===== config.mk =====
export PLATFORM = sky130hd
export DESIGN_NAME = encoder_angle_pll_tracker
export DESIGN_NICKNAME = d
export VERILOG_FILES = /design/src/hdl/eapt_pkg.sv /design/src/hdl/eapt_datapath.sv /design/src/hdl/encoder_angle_pll_tracker.sv
export SDC_FILE = /design/constraint.sdc
export NUM_CORES = 2
export LEC_CHECK = 0
export BUFFER_PORTS_ARGS = -buffer_cell sky130_fd_sc_hd__buf_2
export CAP_MARGIN = 10
export CORE_UTILIZATION = 55
export CTS_BUF_LIST = sky130_fd_sc_hd__clkbuf_8
export DETAILED_ROUTE_END_ITERATION = 10
export MAX_ROUTING_LAYER = met4
export PLACE_DENSITY = 0.8
export SYNTH_ARGS = -nofsm -noshare
export SYNTH_HDL_FRONTEND = slang
export SYNTH_SLANG_ARGS = --single-unit

===== constraint.sdc =====
create_clock -name clk -period 11.9 [get_ports clk]
set_clock_uncertainty 0.15 [all_clocks]
set_input_delay 1.19 -clock clk [delete_from_list [all_inputs] [get_ports clk]]
set_output_delay 1.19 -clock clk [all_outputs]
set_load 0.05 [all_outputs]

===== src/hdl/eapt_pkg.sv =====
// ----------------------------------------------------------------------------
// Encoder angle PLL tracker package
// Payload types, register indexes, datapath control words and the microcode.
// ----------------------------------------------------------------------------
package eapt_pkg;

    localparam int COUNT_BITS_DEFAULT = 12;

    localparam int CFG_IDX_W  = 2;
    localparam int CFG_DATA_W = 20;

    localparam logic [CFG_IDX_W-1:0] REG_KP_GAIN    = 2'd0;
    localparam logic [CFG_IDX_W-1:0] REG_KI_GAIN    = 2'd1;
    localparam logic [CFG_IDX_W-1:0] REG_POLE_PAIRS = 2'd2;
    localparam logic [CFG_IDX_W-1:0] REG_RPM_SCALE  = 2'd3;

    localparam logic [5:0] POLE_PAIRS_RESET = 6'd7;

    typedef struct packed {
        logic       sample_valid;
        logic [7:0] rx_high;
        logic [7:0] rx_low;
    } in_item_t;

    typedef struct packed {
        logic [15:0]        pll_angle;
        logic [15:0]        measured_angle;
        logic signed [15:0] speed_rpm;
    } out_item_t;

    // Multiplier operand selects.
    localparam logic [1:0] A_MECH  = 2'd0;
    localparam logic [1:0] A_ERR   = 2'd1;
    localparam logic [1:0] A_SPEED = 2'd2;

    localparam logic [1:0] B_POLE  = 2'd0;
    localparam logic [1:0] B_KI    = 2'd1;
    localparam logic [1:0] B_KP    = 2'd2;
    localparam logic [1:0] B_RPM   = 2'd3;

    typedef struct packed {
        logic       ld_in;
        logic       mul_en;
        logic [1:0] a_sel;
        logic [1:0] b_sel;
        logic       ld_meas;
        logic       ld_speed;
        logic       ld_phase;
    } dp_ctrl_t;

    typedef struct packed {
        dp_ctrl_t dp;
        logic     wait_in;
        logic     wait_out;
        logic     ld_out;
    } ucode_t;

    localparam int STEP_W = 3;

    localparam logic [STEP_W-1:0] STEP_IDLE     = 3'd0;
    localparam logic [STEP_W-1:0] STEP_MEAS_MUL = 3'd1;
    localparam logic [STEP_W-1:0] STEP_MEAS     = 3'd2;
    localparam logic [STEP_W-1:0] STEP_KI_MUL   = 3'd3;
    localparam logic [STEP_W-1:0] STEP_SPEED    = 3'd4;
    localparam logic [STEP_W-1:0] STEP_KP_MUL   = 3'd5;
    localparam logic [STEP_W-1:0] STEP_PHASE    = 3'd6;
    localparam logic [STEP_W-1:0] STEP_OUT      = 3'd7;

    // Program ROM: one control word per step. The last step wraps to idle.
    function automatic ucode_t ucode_rom(input logic [STEP_W-1:0] step);
        ucode_t w;
        w = '0;
        unique case (step)
            STEP_IDLE:     w.wait_in = 1'b1;
            STEP_MEAS_MUL:
            begin
                w.dp.mul_en = 1'b1;
                w.dp.a_sel  = A_MECH;
                w.dp.b_sel  = B_POLE;
            end
            STEP_MEAS:     w.dp.ld_meas = 1'b1;
            STEP_KI_MUL:
            begin
                w.dp.mul_en = 1'b1;
                w.dp.a_sel  = A_ERR;
                w.dp.b_sel  = B_KI;
            end
            STEP_SPEED:    w.dp.ld_speed = 1'b1;
            STEP_KP_MUL:
            begin
                w.dp.mul_en = 1'b1;
                w.dp.a_sel  = A_ERR;
                w.dp.b_sel  = B_KP;
            end
            STEP_PHASE:
            begin
                w.dp.ld_phase = 1'b1;
                w.dp.mul_en   = 1'b1;
                w.dp.a_sel    = A_SPEED;
                w.dp.b_sel    = B_RPM;
            end
            STEP_OUT:
            begin
                w.ld_out   = 1'b1;
                w.wait_out = 1'b1;
            end
        endcase
        return w;
    endfunction

endpackage


===== src/hdl/eapt_datapath.sv =====
// ----------------------------------------------------------------------------
// Encoder angle PLL tracker datapath
// Shared multiplier, loop state and adders driven by microcode; speed and RPM saturate.
// ----------------------------------------------------------------------------
module eapt_datapath #(
    parameter int COUNT_BITS = eapt_pkg::COUNT_BITS_DEFAULT
) (
    input  logic                clk,
    input  logic                rst_n,
    input  eapt_pkg::dp_ctrl_t  ctrl,
    input  eapt_pkg::in_item_t  in_data,
    input  logic [15:0]         kp_gain,
    input  logic [15:0]         ki_gain,
    input  logic [5:0]          pole_pairs,
    input  logic [19:0]         rpm_scale,
    output eapt_pkg::out_item_t result
);
    import eapt_pkg::*;

    localparam int SHIFT = 16 - COUNT_BITS;

    logic                  sv_reg;
    logic [COUNT_BITS-1:0] count_reg;
    logic [15:0]           meas_reg;
    logic [15:0]           meas_next;
    logic [15:0]           phase_reg;
    logic [15:0]           phase_next;
    logic signed [31:0]    speed_reg;
    logic signed [31:0]    speed_next;
    logic signed [53:0]    prod_reg;

    logic [15:0]           raw;
    logic [16:0]           mech;
    logic signed [15:0]    err;
    logic signed [32:0]    mul_a;
    logic signed [20:0]    mul_b;
    logic signed [53:0]    prod;
    logic signed [33:0]    speed_sum;
    logic [31:0]           phase_sum;
    logic signed [21:0]    rpm_full;
    logic signed [15:0]    rpm_sat;

    assign raw  = {in_data.rx_high, in_data.rx_low};
    // Reversed count: a zero count becomes a full turn and wraps to zero.
    assign mech = (17'(1 << COUNT_BITS) - 17'(count_reg)) << SHIFT;
    assign err  = signed'(meas_reg - phase_reg);

    always_comb
    begin
        unique case (ctrl.a_sel)
            A_MECH:  mul_a = signed'({16'd0, mech});
            A_ERR:   mul_a = 33'(err);
            A_SPEED: mul_a = 33'(speed_reg);
            default: mul_a = '0;
        endcase
        unique case (ctrl.b_sel)
            B_POLE:  mul_b = signed'({15'd0, pole_pairs});
            B_KI:    mul_b = signed'({5'd0, ki_gain});
            B_KP:    mul_b = signed'({5'd0, kp_gain});
            B_RPM:   mul_b = signed'({1'b0, rpm_scale});
            default: mul_b = '0;
        endcase
    end

    assign prod = mul_a * mul_b;

    always_comb
    begin
        if (sv_reg)
        begin
            meas_next = prod_reg[15:0];
        end
        else
        begin
            meas_next = phase_reg + speed_reg[31:16];
        end
    end

    // Integrator with saturation at the 32-bit signed limits.
    assign speed_sum = 34'(speed_reg) + prod_reg[33:0];
    always_comb
    begin
        if (speed_sum[33:31] == 3'b000 || speed_sum[33:31] == 3'b111)
        begin
            speed_next = speed_sum[31:0];
        end
        else if (speed_sum[33])
        begin
            speed_next = 32'sh8000_0000;
        end
        else
        begin
            speed_next = 32'sh7FFF_FFFF;
        end
    end

    assign phase_sum  = speed_reg + prod_reg[31:0];
    assign phase_next = phase_reg + phase_sum[31:16];

    assign rpm_full = prod_reg[53:32];
    always_comb
    begin
        if (rpm_full[21:15] == 7'h00 || rpm_full[21:15] == 7'h7F)
        begin
            rpm_sat = rpm_full[15:0];
        end
        else if (rpm_full[21])
        begin
            rpm_sat = 16'sh8000;
        end
        else
        begin
            rpm_sat = 16'sh7FFF;
        end
    end

    always_ff @(posedge clk or negedge rst_n)
    begin
        if (!rst_n)
        begin
            phase_reg <= '0;
            speed_reg <= '0;
        end
        else
        begin
            if (ctrl.ld_speed)
            begin
                speed_reg <= speed_next;
            end
            if (ctrl.ld_phase)
            begin
                phase_reg <= phase_next;
            end
        end
    end

    always_ff @(posedge clk)
    begin
        if (ctrl.ld_in)
        begin
            sv_reg    <= in_data.sample_valid;
            count_reg <= raw[COUNT_BITS-1:0];
        end
        if (ctrl.ld_meas)
        begin
            meas_reg <= meas_next;
        end
        if (ctrl.mul_en)
        begin
            prod_reg <= prod;
        end
    end

    assign result.pll_angle      = phase_reg;
    assign result.measured_angle = meas_reg;
    assign result.speed_rpm      = rpm_sat;

endmodule


===== src/hdl/encoder_angle_pll_tracker.sv =====
// ----------------------------------------------------------------------------
// Encoder angle PLL tracker
// Microcoded PI phase-locked loop that tracks the electrical rotor angle.
// ----------------------------------------------------------------------------
// Each input item runs through the eight-step program, which shares one
// multiplier, so a new item is taken only once the previous one has passed
// every step; the last step holds while the previous result is not taken.
// Reset clears the phase and speed estimates and the gains, sets pole pairs
// to 7, and returns the step counter to idle.
module encoder_angle_pll_tracker #(
    parameter int COUNT_BITS = eapt_pkg::COUNT_BITS_DEFAULT
) (
    input  logic                                clk,
    input  logic                                rst_n,
    input  logic                                in_valid,
    output logic                                in_ready,
    input  eapt_pkg::in_item_t                  in_data,
    output logic                                out_valid,
    input  logic                                out_ready,
    output eapt_pkg::out_item_t                 out_data,
    input  logic                                cfg_write,
    input  logic [eapt_pkg::CFG_IDX_W-1:0]      cfg_index,
    input  logic [eapt_pkg::CFG_DATA_W-1:0]     cfg_data
);
    import eapt_pkg::*;

    logic [STEP_W-1:0] step_reg;
    logic [STEP_W-1:0] step_next;
    logic [15:0]       kp_reg;
    logic [15:0]       ki_reg;
    logic [5:0]        pole_reg;
    logic [19:0]       rpm_scale_reg;
    logic              out_valid_reg;
    logic              out_valid_next;
    out_item_t         out_data_reg;

    ucode_t            uc;
    dp_ctrl_t          dp_ctrl;
    out_item_t         result;
    logic              accept;
    logic              out_blocked;
    logic              out_load;

    assign uc          = ucode_rom(step_reg);
    assign in_ready    = uc.wait_in;
    assign accept      = in_valid && in_ready;
    assign out_blocked = out_valid_reg && !out_ready;
    assign out_load    = uc.ld_out && !out_blocked;

    always_comb
    begin
        dp_ctrl       = uc.dp;
        dp_ctrl.ld_in = accept;
    end

    // The step counter holds on a waiting step until its condition is met.
    always_comb
    begin
        priority if (uc.wait_in && !accept)
        begin
            step_next = step_reg;
        end
        else if (uc.wait_out && out_blocked)
        begin
            step_next = step_reg;
        end
        else
        begin
            step_next = step_reg + 1'b1;
        end
    end

    always_comb
    begin
        priority if (out_load)
        begin
            out_valid_next = 1'b1;
        end
        else if (out_ready)
        begin
            out_valid_next = 1'b0;
        end
        else
        begin
            out_valid_next = out_valid_reg;
        end
    end

    always_ff @(posedge clk or negedge rst_n)
    begin
        if (!rst_n)
        begin
            step_reg      <= STEP_IDLE;
            out_valid_reg <= 1'b0;
            kp_reg        <= '0;
            ki_reg        <= '0;
            pole_reg      <= POLE_PAIRS_RESET;
            rpm_scale_reg <= '0;
        end
        else
        begin
            step_reg      <= step_next;
            out_valid_reg <= out_valid_next;
            if (cfg_write)
            begin
                unique case (cfg_index)
                    REG_KP_GAIN:    kp_reg        <= cfg_data[15:0];
                    REG_KI_GAIN:    ki_reg        <= cfg_data[15:0];
                    REG_POLE_PAIRS: pole_reg      <= cfg_data[5:0];
                    REG_RPM_SCALE:  rpm_scale_reg <= cfg_data[19:0];
                    default:        kp_reg        <= kp_reg;
                endcase
            end
        end
    end

    always_ff @(posedge clk)
    begin
        if (out_load)
        begin
            out_data_reg <= result;
        end
    end

    eapt_datapath #(
        .COUNT_BITS (COUNT_BITS)
    ) u_datapath (
        .clk        (clk),
        .rst_n      (rst_n),
        .ctrl       (dp_ctrl),
        .in_data    (in_data),
        .kp_gain    (kp_reg),
        .ki_gain    (ki_reg),
        .pole_pairs (pole_reg),
        .rpm_scale  (rpm_scale_reg),
        .result     (result)
    );

    assign out_valid = out_valid_reg;
    assign out_data  = out_data_reg;

endmodule


==> reports/qor.yml <==
outcome:
  status: "completed"
setup_path:
  crit_top_cell: "fa_1"
  reg2reg_slack_ps: 660
  start_kind: "flop"
  reg2reg_to: "u_datapath.prod_reg[50]"
  slowest_delay_ps: 1080
  crit_path_end: "u_datapath.prod_reg[50]"
  critPathLaunch: "u_datapath.phase_reg[1]"
  ff2ff_path_depth: 34
  reg2reg_from: "u_datapath.phase_reg[1]"
  path_max_fanout: 16
  slowest_stage: "a32oi_1"
  arrival_ps: 11440
  path_class: "reg2reg"
  cp.required_ps: 12100
  crit_path_end_kind: "flop"
sta:
  clock.fmax_ghz: 0.0889
  finalHoldViolCount: 0
  slew_headroom_pct: 17.4
  fin_crit_sh_pct: 94.5
  timing.hold.ws_ps: 327
  drv_slew: 0
  finalCriticalPeriod_ps: 11240
  tns_ps: 0
  setup_viol: 0
  rsz0062_at_grt: "false"
  tightest_slew_ps: 1240
synth:
  yosys.area.top_type_share_pct: 36.3
  synthesis.area_um2: 35500
  synth_flop_cell: "edfxtp_1"
  synth_area_leaders: "fa_1 (36%), edfxtp_1 (11%), ha_1 (7.8%), dfrtp_1 (7.5%), inv_1 (7.1%)"
  yosysTopAreaCell: "fa_1"
  syn_area_per_cell_um2: 9.60
  ys_ff_latch: 241
  ys_warn_count: 0
  ys_seq_area_share_pct: 18.8
  synthArstFlopShare_pct: 45.6
  synth_nets: 4611
  synth_cells: 3701
  synth_cell_types: 86
  synth-edff-count: 131
drt:
  drc_errors: 0
  route.vias.total: 27400
  vias_per_cell: 5.90
  drtPass1Iterations: 8
  wirelength_mm: 100
  wl_per_cell_um: 21.7
  drt.antenna.violating_nets: 0
  drt_iter0_markers: 2823
clock_network:
  insertion_delay_ps: 630
  cts_max_level: 2
  cts_tree: "yes"
  clk_pin_slew_ps: 70
  ctsRootBufferMaster: "clkbuf_8"
  cts_buffers: 44
  clock_sinks: 241
  cts_buffer_depth: 3
  postCtsHoldBufs: 0
global_route:
  grt_pass1_wl_mm: 160
  grt_pass1_vias: 28700
  overflow: 0
  grt_antenna_before_repair: 4
  grt_util_all_layers_pct: 32.8
  grt_max_degree: 60
cells_and_area:
  drive_above_1_share_pct: 8.69
  design_area_um2: 37800
  final_util_pct: 59.6
  final_net_count: 4660
  areaGrowthSynthToFinish_pct: 6.51
  largest_reg_flops: 54
floorplan:
  rows: 92
  fp.dieH_um: 256
  io_pins: 94
  die_width_um: 256
  dieArea_um2: 65600
  core_area_um2: 63400
  start_util_pct: 56.0
place:
  dpl_cell_area_um2: 36900
  port_buffers: 89
  gp_congestion: 1.03
  dp_hpwl_mm: 79.8
job:
  drv_cap: 0
worst_hold_path:
  worstHoldPathType: "reg2reg"
  hold_path_depth: 0
-- critical path, delay by kind of cell, from the launching register on --
family | cells | cell delay, ps
adders and majority gates | 9 | 4200
AOI/OAI and AO/OA | 9 | 3120
and+or+nand+nor | 10 | 2510
DFF | 1 | 490
buffers and inverters | 5 | 340
xor gates and xnor gates | 1 | 130
-- worst min-delay path by stage --
stage	slack [ps]	to	from
3_5_place_dp	310	out_data[20]	u_datapath.meas_reg[4]
6_report	330	out_data[20]	u_datapath.meas_reg[4]
3_3_place_gp	290	out_data[19]	u_datapath.meas_reg[3]
4_1_cts	330	out_data[20]	u_datapath.meas_reg[4]
2_1_floorplan	280	out_data[16]	u_datapath.meas_reg[0]
5_1_grt	340	out_data[20]	u_datapath.meas_reg[4]
-- logic make-up (layout without fill, tap and decap cells) --
kind of cell | count (synthesis) | count (layout) | synth area share [%]
simple gates | 1054 | 1054 | 12.6
fa+ha+maj | 866 | 866 | 44.1
flops | 241 | 241 | 18.8
compound gates | 526 | 526 | 10.4
other cells | 0 | 4 | 0
mux | 64 | 64 | 2.03
xor+xnor | 130 | 130 | 3.21
buf+inv | 820 | 903 | 8.78
-- cell type report --
class	instances	area, um2
timing repair buffer	147	883
antenna	4	10.0
clock buffer	45	619
tap	846	1060
clock inverter	35	265
sequential	241	6690
multi-input combinational	2640	25800
fill	5183	25600
inverter	676	2540
-- metrics by stage --
step / setup slack (ps) / cells
2_1_floorplan: 2590 / 3701
3_3_place_gp: 889 / 4550
3_5_place_dp: 822 / 4550
4_1_cts: 774 / 4630
5_1_grt: 8.97 / 4634
6_report: 656 / 4634
-- cells in the final DEF, fill, tap and decap left out, types with 6 or more instances in the layout --
cell type	instances
inv_1	693
fa_1	644
nand2_1	459
nor2_1	371
ha_1	222
edfxtp_1	131
a21oi_1	119
dfrtp_1	107
o21ai_0	98
xnor2_1	89
buf_2	88
a21o_1	63
mux2_2	63
buf_4	59
and2_1	46
clkbuf_8	45
xor2_1	41
nand3_1	33
a221o_1	31
and3_1	23
nor3_1	23
a22oi_1	21
nor2b_1	21
nand2b_1	20
o21a_1	19
nand4_1	18
o21ai_1	17
a32o_1	17
o21bai_1	15
a31oi_1	13
a32oi_1	10
a211oi_1	9
a32oi_2	9
clkinv_2	9
o31ai_1	7
or3_1	6
o211ai_1	6
or2_2	6
a21boi_0	6
-- per-layer routing --
| metal | wire [um] | part of all wire, % | vias up | track usage, % |
|---|---|---|---|---|
| li1 | - | - | 11900 | - |
| met2 | 44200 | 44 | 1575 | 48.9 |
| met4 | 6620 | 6.6 | 0 | 18.2 |
| met3 | 11500 | 11 | 400 | 8.39 |
| met1 | 38100 | 38 | 13500 | 40.9 |
| met5 | 0 | 0 | - | - |
-- cell usage after synthesis (all sizes together) (19+ instances only) --
cell and count:
edfxtp 131, mux2 63, a221o 31, a22oi 21, xor2 41, nand2b 20
a32oi 19, a21o 63, dfrtp 107, xnor2 89, nor3 24, fa 644
nand3 33, and2 47, and3 23, nand2 460, ha 222, o21ai 120
a21oi 123, o21a 20, inv 676, clkbuf 122, buf 22, nor2b 22
nor2 374
-- timing repair --
action | 4_1_cts | 5_1_grt
endpoints found under the setup margin | 0 | 1
hold endpoints to repair | 0 | 0
setup buffers | 0 | 0
resized for setup | 0 | 1
Power is not shown: default switching activity piles up to over one toggle a cycle in this logic, so the estimate is an artifact.
